`config.mk`:
```
export PLATFORM = sky130hd
export DESIGN_NAME = stuffed_frame_builder
export DESIGN_NICKNAME = d
export VERILOG_FILES = /design/src/hw/rtl/sfb_pkg.sv /design/src/hw/rtl/sfb_front.sv /design/src/hw/rtl/sfb_queue.sv /design/src/hw/rtl/sfb_back.sv /design/src/hw/rtl/stuffed_frame_builder.sv
export VERILOG_INCLUDE_DIRS = /design/src /design/src/hw/rtl
export SDC_FILE = /design/constraint.sdc
export NUM_CORES = 1
export LEC_CHECK = 0
export ABC_CLOCK_PERIOD_IN_PS = 3900
export BUFFER_PORTS_ARGS = -buffer_cell sky130_fd_sc_hd__buf_2
export CAP_MARGIN = 20
export CELL_PAD_IN_SITES_DETAIL_PLACEMENT = 0
export CELL_PAD_IN_SITES_GLOBAL_PLACEMENT = 2
export CORE_MARGIN = 2
export CORE_UTILIZATION = 40
export DETAILED_ROUTE_END_ITERATION = 7
export PLACE_DENSITY = 0.81
export SLEW_MARGIN = 10
export SYNTH_ARGS = -nofsm -noshare
export SYNTH_HDL_FRONTEND = slang
export SYNTH_SLANG_ARGS = --single-unit
```
`constraint.sdc`:
```
create_clock -name clk -period 3.9 [get_ports clk]
set_input_delay 0.195 -clock clk [delete_from_list [all_inputs] [get_ports clk]]
set_output_delay 0.195 -clock clk [all_outputs]
set_load 0.03 [all_outputs]
```
`src/hw/rtl/stuffed_frame_builder_defines.svh`:
```
// assertion macros shared by the frame builder rtl
// no dependencies; included by modules that carry assertions
`ifndef STUFFED_FRAME_BUILDER_DEFINES_SVH
`define STUFFED_FRAME_BUILDER_DEFINES_SVH

`ifndef ASSERT_OFF
// checked property, disabled while reset is asserted
`define SFB_ASSERT(lbl, prop) \
    lbl: assert property (@(posedge clk) disable iff (!rst_n) (prop)) \
        else $error("sfb assertion failed");
// checked property, also during reset
`define SFB_ASSERT_ALWAYS(lbl, prop) \
    lbl: assert property (@(posedge clk) (prop)) \
        else $error("sfb assertion failed");
`else
`define SFB_ASSERT(lbl, prop)
`define SFB_ASSERT_ALWAYS(lbl, prop)
`endif

`endif

```
`src/hw/rtl/sfb_pkg.sv`:
```
// types, codes and constants of the stuffed frame builder
// no dependencies; imported by every module of the block
package sfb_pkg;

    localparam int ByteW  = 8;
    localparam int QDepth = 2;
    localparam int QPtrW  = $clog2(QDepth);
    localparam int QCntW  = $clog2(QDepth + 1);

    // configuration register indexes
    typedef enum logic [2:0] {
        CFG_FLAG        = 3'd0,
        CFG_ESCAPE      = 3'd1,
        CFG_FLAG_HIDE   = 3'd2,
        CFG_ESCAPE_HIDE = 3'd3,
        CFG_ADDRESS     = 3'd4
    } cfg_index_t;

    localparam int CfgIdxW = $bits(cfg_index_t);

    localparam logic [ByteW-1:0] FlagReset       = 8'd126;
    localparam logic [ByteW-1:0] EscapeReset     = 8'd125;
    localparam logic [ByteW-1:0] FlagHideReset   = 8'd94;
    localparam logic [ByteW-1:0] EscapeHideReset = 8'd93;
    localparam logic [ByteW-1:0] AddressReset    = 8'd3;

    // one unit of the frame, in line order
    typedef enum logic [2:0] {
        STEP_OPEN,
        STEP_ADDR,
        STEP_CTRL,
        STEP_BCC1,
        STEP_DATA,
        STEP_BCC2,
        STEP_CLOSE
    } step_t;

    typedef struct packed {
        logic [ByteW-1:0] payload_byte;
        logic             is_first;
        logic             is_last;
        logic [ByteW-1:0] control_byte;
    } item_t;

    typedef struct packed {
        logic [ByteW-1:0] line_byte;
        logic             run_last;
        logic             frame_done;
    } result_t;

    typedef struct packed {
        logic [ByteW-1:0] flag_byte;
        logic [ByteW-1:0] escape_byte;
        logic [ByteW-1:0] flag_alt_byte;
        logic [ByteW-1:0] escape_hide_byte;
        logic [ByteW-1:0] address_byte;
    } cfg_t;

    // classified item handed from front to back
    typedef struct packed {
        logic [ByteW-1:0] data;
        logic [ByteW-1:0] ctrl;
        logic [ByteW-1:0] bcc2;
        logic             hdr;
        logic             last;
    } job_t;

    typedef struct packed {
        logic full;
        logic avail;
    } q_stat_t;

endpackage

```
`src/hw/rtl/sfb_front.sv`:
```
// front end: accepts items, decides header and trailer, tracks bcc2
// depends on sfb_pkg and the assertion header
`include "stuffed_frame_builder_defines.svh"

module sfb_front (
    input  logic           clk,
    input  logic           rst_n,
    input  logic           push,
    input  sfb_pkg::item_t item,
    input  sfb_pkg::q_stat_t q_stat,
    output logic           job_push,
    output sfb_pkg::job_t  job
);
    import sfb_pkg::*;

    logic [ByteW-1:0] check_reg, check_next;
    logic             inside_reg, inside_next;
    logic             hdr;
    logic [ByteW-1:0] new_check;

    assign job_push  = push && !q_stat.full;
    assign hdr       = item.is_first || !inside_reg;
    assign new_check = hdr ? item.payload_byte : (check_reg ^ item.payload_byte);

    always_comb
    begin
        job.data = item.payload_byte;
        job.ctrl = item.control_byte;
        job.bcc2 = new_check;
        job.hdr  = hdr;
        job.last = item.is_last;
    end

    always_comb
    begin
        check_next  = check_reg;
        inside_next = inside_reg;
        if (job_push)
        begin
            check_next  = item.is_last ? '0 : new_check;
            inside_next = !item.is_last;
        end
    end

    always_ff @(posedge clk or negedge rst_n)
    begin
        if (!rst_n)
        begin
            check_reg  <= '0;
            inside_reg <= 1'b0;
        end
        else
        begin
            check_reg  <= check_next;
            inside_reg <= inside_next;
        end
    end

    // a closed frame leaves a cleared check behind
    `SFB_ASSERT(a_check_clear_idle, !inside_reg |-> check_reg == '0)

endmodule

```
`src/hw/rtl/sfb_queue.sv`:
```
// two-entry job queue between front and back
// depends on sfb_pkg and the assertion header
`include "stuffed_frame_builder_defines.svh"

module sfb_queue (
    input  logic             clk,
    input  logic             rst_n,
    input  logic             push,
    input  sfb_pkg::job_t    wdata,
    input  logic             pop,
    output sfb_pkg::job_t    rdata,
    output sfb_pkg::q_stat_t stat
);
    import sfb_pkg::*;

    job_t             mem_reg [QDepth];
    logic [QPtrW-1:0] wr_ptr_reg, wr_ptr_next;
    logic [QPtrW-1:0] rd_ptr_reg, rd_ptr_next;
    logic [QCntW-1:0] count_reg, count_next;
    logic             do_push, do_pop;

    assign stat.full  = (count_reg == QCntW'(QDepth));
    assign stat.avail = (count_reg != '0);
    assign do_push    = push && !stat.full;
    assign do_pop     = pop && stat.avail;
    assign rdata      = mem_reg[rd_ptr_reg];

    always_comb
    begin
        wr_ptr_next = wr_ptr_reg;
        rd_ptr_next = rd_ptr_reg;
        count_next  = count_reg;
        if (do_push)
        begin
            wr_ptr_next = (wr_ptr_reg == QPtrW'(QDepth - 1)) ? '0 : wr_ptr_reg + 1'b1;
        end
        if (do_pop)
        begin
            rd_ptr_next = (rd_ptr_reg == QPtrW'(QDepth - 1)) ? '0 : rd_ptr_reg + 1'b1;
        end
        if (do_push && !do_pop)
        begin
            count_next = count_reg + 1'b1;
        end
        else if (do_pop && !do_push)
        begin
            count_next = count_reg - 1'b1;
        end
    end

    always_ff @(posedge clk)
    begin
        if (do_push)
        begin
            mem_reg[wr_ptr_reg] <= wdata;
        end
    end

    always_ff @(posedge clk or negedge rst_n)
    begin
        if (!rst_n)
        begin
            wr_ptr_reg <= '0;
            rd_ptr_reg <= '0;
            count_reg  <= '0;
        end
        else
        begin
            wr_ptr_reg <= wr_ptr_next;
            rd_ptr_reg <= rd_ptr_next;
            count_reg  <= count_next;
        end
    end

    `SFB_ASSERT(a_count_bounded, count_reg <= QCntW'(QDepth))
    `SFB_ASSERT(a_ptrs_match_count,
        (count_reg == '0 || count_reg == QCntW'(QDepth)) |-> wr_ptr_reg == rd_ptr_reg)

endmodule

```
`src/hw/rtl/sfb_back.sv`:
```
// back end: walks each job's units, stuffs them, fills the result register
// depends on sfb_pkg and the assertion header
`include "stuffed_frame_builder_defines.svh"

module sfb_back (
    input  logic             clk,
    input  logic             rst_n,
    input  sfb_pkg::cfg_t    cfg,
    input  sfb_pkg::job_t    job,
    input  sfb_pkg::q_stat_t q_stat,
    output logic             job_pop,
    output logic             empty,
    input  logic             pop,
    output sfb_pkg::result_t result
);
    import sfb_pkg::*;

    step_t            step_reg, step_next, cur_step, after_step;
    logic             active_reg, active_next;
    logic             half_reg, half_next;
    logic             out_valid_reg, out_valid_next;
    result_t          out_reg, out_next;
    logic [ByteW-1:0] unit_byte, line_byte;
    logic             stuffable, is_flag, is_esc, needs_pair;
    logic             unit_end, job_end, advance;

    assign cur_step = active_reg ? step_reg : (job.hdr ? STEP_OPEN : STEP_DATA);
    assign advance  = q_stat.avail && (!out_valid_reg || pop);

    always_comb
    begin
        unit_byte  = job.data;
        stuffable  = 1'b1;
        after_step = STEP_OPEN;
        unique case (cur_step)
            STEP_OPEN:
            begin
                unit_byte  = cfg.flag_byte;
                stuffable  = 1'b0;
                after_step = STEP_ADDR;
            end
            STEP_ADDR:
            begin
                unit_byte  = cfg.address_byte;
                after_step = STEP_CTRL;
            end
            STEP_CTRL:
            begin
                unit_byte  = job.ctrl;
                after_step = STEP_BCC1;
            end
            STEP_BCC1:
            begin
                unit_byte  = cfg.address_byte ^ job.ctrl;
                after_step = STEP_DATA;
            end
            STEP_DATA:
            begin
                unit_byte  = job.data;
                after_step = STEP_BCC2;
            end
            STEP_BCC2:
            begin
                unit_byte  = job.bcc2;
                after_step = STEP_CLOSE;
            end
            STEP_CLOSE:
            begin
                unit_byte  = cfg.flag_byte;
                stuffable  = 1'b0;
                after_step = STEP_OPEN;
            end
            default:
            begin
                unit_byte  = job.data;
                after_step = STEP_OPEN;
            end
        endcase
    end

    always_comb
    begin
        is_flag    = (unit_byte == cfg.flag_byte);
        is_esc     = (unit_byte == cfg.escape_byte);
        needs_pair = stuffable && (is_flag || is_esc);
        unit_end   = !needs_pair || half_reg;
        job_end    = unit_end &&
                     ((cur_step == STEP_DATA && !job.last) || cur_step == STEP_CLOSE);
        if (needs_pair && !half_reg)
        begin
            line_byte = cfg.escape_byte;
        end
        else if (needs_pair)
        begin
            line_byte = is_flag ? cfg.flag_alt_byte : cfg.escape_hide_byte;
        end
        else
        begin
            line_byte = unit_byte;
        end
    end

    always_comb
    begin
        step_next      = step_reg;
        active_next    = active_reg;
        half_next      = half_reg;
        out_valid_next = out_valid_reg;
        out_next       = out_reg;
        job_pop        = 1'b0;
        if (advance)
        begin
            out_valid_next      = 1'b1;
            out_next.line_byte  = line_byte;
            out_next.run_last   = job_end;
            out_next.frame_done = (cur_step == STEP_CLOSE);
            if (!unit_end)
            begin
                half_next   = 1'b1;
                active_next = 1'b1;
                step_next   = cur_step;
            end
            else if (job_end)
            begin
                half_next   = 1'b0;
                active_next = 1'b0;
                job_pop     = 1'b1;
            end
            else
            begin
                half_next   = 1'b0;
                active_next = 1'b1;
                step_next   = after_step;
            end
        end
        else if (pop)
        begin
            out_valid_next = 1'b0;
        end
    end

    always_ff @(posedge clk or negedge rst_n)
    begin
        if (!rst_n)
        begin
            step_reg      <= STEP_OPEN;
            active_reg    <= 1'b0;
            half_reg      <= 1'b0;
            out_valid_reg <= 1'b0;
        end
        else
        begin
            step_reg      <= step_next;
            active_reg    <= active_next;
            half_reg      <= half_next;
            out_valid_reg <= out_valid_next;
        end
    end

    always_ff @(posedge clk)
    begin
        out_reg <= out_next;
    end

    assign empty  = !out_valid_reg;
    assign result = out_reg;

    `SFB_ASSERT(a_half_inside_job, half_reg |-> active_reg)
    `SFB_ASSERT(a_done_ends_run, out_valid_reg && out_reg.frame_done |-> out_reg.run_last)

endmodule

```
`src/hw/rtl/stuffed_frame_builder.sv`:
```
// top level of the byte-stuffed frame builder with xor block checks
// depends on sfb_pkg, sfb_front, sfb_queue and sfb_back
//
// usage:
//   input side is a queue write port: drive item and raise push; the item
//   transfers at a clock edge with push high and full low
//   result side is a queue read port: while empty is low, result holds the
//   oldest line byte; it transfers at a clock edge with pop high
//   configuration: wr_en, wr_index, wr_data write one register per edge;
//   indexes beyond the address register are dropped; write only when idle
// timing:
//   each item yields 1 to 12 line bytes (header, stuffed payload, bcc2,
//   closing flag); the result register delivers one line byte per cycle
//   while pop is high and a job waits in the queue
//   first byte of an item is held in the job queue, then in the result register
//   a two-entry job queue sits between front and back, so new items are
//   taken while earlier ones are still being stuffed out
// reset: registers return to 0x7e/0x7d/0x5e/0x5d/0x03, no frame open,
//   check cleared, queue and result register empty
// stalls: with pop low the result register holds its byte; the queue
//   fills and full rises after two waiting items
module stuffed_frame_builder (
    input  logic                          clk,
    input  logic                          rst_n,
    input  logic                          push,
    output logic                          full,
    input  sfb_pkg::item_t                item,
    output logic                          empty,
    input  logic                          pop,
    output sfb_pkg::result_t              result,
    input  logic                          wr_en,
    input  logic [sfb_pkg::CfgIdxW-1:0]   wr_index,
    input  logic [sfb_pkg::ByteW-1:0]     wr_data
);
    import sfb_pkg::*;

    cfg_t    cfg_reg, cfg_next;
    q_stat_t q_stat;
    job_t    front_job, head_job;
    logic    job_push, job_pop;

    // configuration register file
    always_comb
    begin
        cfg_next = cfg_reg;
        if (wr_en)
        begin
            unique case (cfg_index_t'(wr_index))
                CFG_FLAG:        cfg_next.flag_byte        = wr_data;
                CFG_ESCAPE:      cfg_next.escape_byte      = wr_data;
                CFG_FLAG_HIDE:   cfg_next.flag_alt_byte    = wr_data;
                CFG_ESCAPE_HIDE: cfg_next.escape_hide_byte = wr_data;
                CFG_ADDRESS:     cfg_next.address_byte     = wr_data;
                default:         cfg_next = cfg_reg;
            endcase
        end
    end

    always_ff @(posedge clk or negedge rst_n)
    begin
        if (!rst_n)
        begin
            cfg_reg.flag_byte        <= FlagReset;
            cfg_reg.escape_byte      <= EscapeReset;
            cfg_reg.flag_alt_byte    <= FlagHideReset;
            cfg_reg.escape_hide_byte <= EscapeHideReset;
            cfg_reg.address_byte     <= AddressReset;
        end
        else
        begin
            cfg_reg <= cfg_next;
        end
    end

    // front: classify the item and fold it into the payload check
    sfb_front u_front (
        .clk      (clk),
        .rst_n    (rst_n),
        .push     (push),
        .item     (item),
        .q_stat   (q_stat),
        .job_push (job_push),
        .job      (front_job)
    );

    // decoupling queue
    sfb_queue u_queue (
        .clk   (clk),
        .rst_n (rst_n),
        .push  (job_push),
        .wdata (front_job),
        .pop   (job_pop),
        .rdata (head_job),
        .stat  (q_stat)
    );

    // back: emit stuffed line bytes
    sfb_back u_back (
        .clk     (clk),
        .rst_n   (rst_n),
        .cfg     (cfg_reg),
        .job     (head_job),
        .q_stat  (q_stat),
        .job_pop (job_pop),
        .empty   (empty),
        .pop     (pop),
        .result  (result)
    );

    assign full = q_stat.full;

endmodule

```
==> results.py <==
metrics = {
    "synth": {
        "synthMuxAreaShare_pct": 15.0,
        "ys_async_sr_fraction_pct": 48.8,
        "synth_edf_count": 62,
        "synth_compound_area_share_pct": 12.4,
        "syn-num-nets": 509,
        "synthSimpleGateAreaFrac_pct": 9.09,
        "synth_area_sq_um": 5970,
        "synth-seq-cells": 121,
        "yosysWarnings": 0,
        "ys_seq_area_share_pct": 56.4,
        "synth_fa_ha_area_share_pct": 0.209,
        "synth_top_family_by_area": "multiplexers",
        "synth_xor_area_share_pct": 3.67,
        "synth-main-ff-cell": "edfxtp_1",
        "avgSynthCellArea_sq_um": 12.6,
        "synth_cell_types": 69,
        "syn_inst": 474,
    },
    "clock_tree": {
        "clkSinkCount": 121,
        "cts_buffer_depth": 2,
        "clk_latency_ns": 0.42,
        "cts.clk_slew.worst_paths_ns": 0.06,
        "cts-buffers-inserted": 17,
        "cts-root-buf": "clkbuf_16",
        "h-tree-depth": 4,
        "cts_tree": "built",
    },
    "timing": {
        "hold_viol_final": 0,
        "period_needed_ns": 3.52,
        "slew_viol_final": 0,
        "fmax_ghz": 0.284,
        "timing.hold.ws_ns": 0.0400,
        "setup_tns_ns": 0,
        "period_share_pct": 90.2,
        "setup-violations-final": 0,
        "rsz0062_at_grt": "false",
        "finalClockSkew_ns": 0.00604,
        "worst_slew_pin_slew_ns": 0.832,
        "slew_headroom_pct": 44.3,
    },
    "outcome": {
        "status": "finished, final reports clean",
    },
    "finish": {
        "drive_gt1_share_pct": 32.0,
        "nets": 585,
        "layout_commonest_cell": "edfxtp_1",
        "fin_util_pct": 49.2,
        "area_delta_synth_final_pct": 20.1,
        "antenna_cells": 0,
        "largest_reg_flops": 52,
        "mostFrequentLayoutCells": "62 x edfxtp_1, 46 x mux2_2, 45 x buf_2",
        "fillers": 1308,
    },
    "floorplanning": {
        "start_util_pct": 40.9,
        "rows": 44,
        "die-area_sq_um": 15900,
        "die_x_microns": 126,
        "ios": 46,
        "coreArea_sq_um": 14600,
        "die_h_microns": 126,
    },
    "setup_path": {
        "arrival_ns": 3.86,
        "r2r_cells": 13,
        "critical_path_class": "reg2reg",
        "endpoint_kind": "flip-flop",
        "crit_path_max_fanout": 14,
        "r2r_slack_ns": 0.38,
        "r2r-start": "u_back.step_reg[1]",
        "r2r_end": "u_queue.count_reg[1]",
        "crit_required_ns": 4.25,
        "startpoint_type": "flip-flop",
    },
    "power_and_ir_drop": {
        "vdd_drop_max_mv": 0.322,
        "cellPowerDensity_nw_per_um2": 831,
        "p_leak_uw": 0.00286,
    },
    "placed_design": {
        "dpl.hpwl_mm": 9.83,
        "place_congestion": 0.889,
        "io_buffer_count": 45,
    },
    "routing": {
        "drtAntennaViolNets": 0,
        "first_iter_violations": 231,
        "drc": 0,
        "routed.top_layer": "met4",
        "via_per_inst": 5.38,
        "dr_wl_met3_microns": 436,
        "vias": 4020,
        "met1Wirelength_mm": 6.29,
        "wl_met2_mm": 6.61,
        "finalWirelength_mm": 13.8,
        "firstDrtPassIters": 4,
        "post_drt_wl_per_cell_microns": 18.5,
    },
    "min_path": {
        "hold_path_depth": 3,
        "hold_path.class": "in2reg",
        "hold_start": "wr_data[2]",
        "holdPathEnd": "cfg_reg[34]",
    },
    "grt": {
        "grtUsageTotal_pct": 18.3,
        "grt_overflow_total": 0,
        "grt_start_max_net_pins": 32,
        "antenna_found_initial": 0,
        "grt_pass1_wl_mm": 22.1,
        "grt_pass1_vias": 4035,
    },
    "run": {
        "maxCapViolCount": 0,
    },
}
==> final cells by class <==
class	count	area [sq um]	area share, %
Clock buffer	18	439	6.12
Clock inverter	14	148	2.06
Inverter	11	41.3	0.576
Multi-Input combinational cell	320	2420	33.8
Sequential cell	121	3370	46.9
Tap cell	184	230	3.21
Timing Repair Buffer	79	526	7.32
==> worst max-delay path by stage <==
stage | cells after the start | start | endpoint | slack (ns)
after floorplan | 17 | u_queue.rd_ptr_reg | u_queue.count_reg[1] | 0.80
after global placement | 13 | u_back.step_reg[1] | u_queue.count_reg[1] | 0.45
after detailed placement | 13 | u_back.step_reg[1] | u_queue.count_reg[1] | 0.37
after CTS | 12 | u_back.step_reg[1] | u_queue.count_reg[1] | 0.31
after global routing | 13 | u_back.step_reg[1] | u_queue.count_reg[1] | 0.007
final | 13 | u_back.step_reg[1] | u_queue.count_reg[1] | 0.38
==> per-stage QoR <==
step	power (uW)	cell area, sq um	setup slack, ns	instances
floorplan	3820	5970	0.804	474
global placement	4390	6400	0.451	697
detailed placement	4420	6400	0.368	697
CTS	6000	7160	0.310	747
global route	6320	7170	0.00681	747
finish	5960	7170	0.384	747
==> cell families (layout without fill, tap and decap cells) <==
group | after synthesis | count (layout)
adder cells (fa/ha/maj) | 1 | 1
AO/OA/AOI/OAI | 97 | 97
buffers and inverters | 33 | 122
AND/OR/NAND/NOR | 114 | 114
flip-flops | 121 | 121
multiplexers | 83 | 83
XOR/XNOR | 25 | 25
==> power by group <==
group | internal, uW | switching [uW] | leakage, uW
sequential | 1820 | 239 | 0.00126
combinational | 966 | 1390 | 0.00132
clock | 958 | 582 | 0.000287
total | 3750 | 2220 | 0.00286
==> cell usage after synthesis (4+ instances only) <==
cell type / instances / share of area (%)
a211oi_1: 12 / 1.5
a211oi_2: 4 / 0.84
a21o_1: 6 / 0.75
a21oi_1: 8 / 0.67
a22o_1: 8 / 1.2
a22oi_1: 7 / 0.88
and2_1: 4 / 0.42
buf_2: 8 / 0.67
buf_6: 4 / 0.75
clkbuf_1: 6 / 0.38
dfrtp_1: 35 / 15
dfstp_2: 24 / 11
edfxtp_1: 62 / 31
inv_1: 11 / 0.69
mux2_2: 46 / 8.7
mux2i_1: 36 / 6.0
nand2_1: 40 / 2.5
nand2b_1: 6 / 0.63
nand3_1: 9 / 0.75
nor2_1: 31 / 1.9
nor2b_1: 4 / 0.42
o21ai_0: 16 / 1.3
xnor2_1: 12 / 1.8
xor2_1: 13 / 1.9
==> what timing repair did <==
item | in CTS | in global routing
gates resized for setup | 0 | 1
buffers inserted | 0 | 0
hold buffers | 18 | 0
endpoints found under the setup margin | 0 | 1
endpoints found under the hold margin | 56 | 0
==> critical path, cell delays in order, from the launching register on <==
cell and delay (ns):
dfrtp_1 0.65, nor2b_1 0.33, o32ai_4 0.16, buf_4 0.20, a211oi_1 0.23, o211a_1 0.24, mux2i_1 0.20, nand4_1 0.13
nor4_2 0.32, o21ai_2 0.12, o211ai_2 0.23, ha_1 0.31, nor2_1 0.16, xor2_1 0.15
==> routing by layer <==
layer | vias to the layer above | GRT usage, %
met5 | - | 0
met4 | 0 | 9.76
met3 | 25 | 3.74
met1 | 1987 | 24.0
li1 | 1919 | -
met2 | 89 | 28.7
Note: power is estimated with default switching activity, not from simulation.
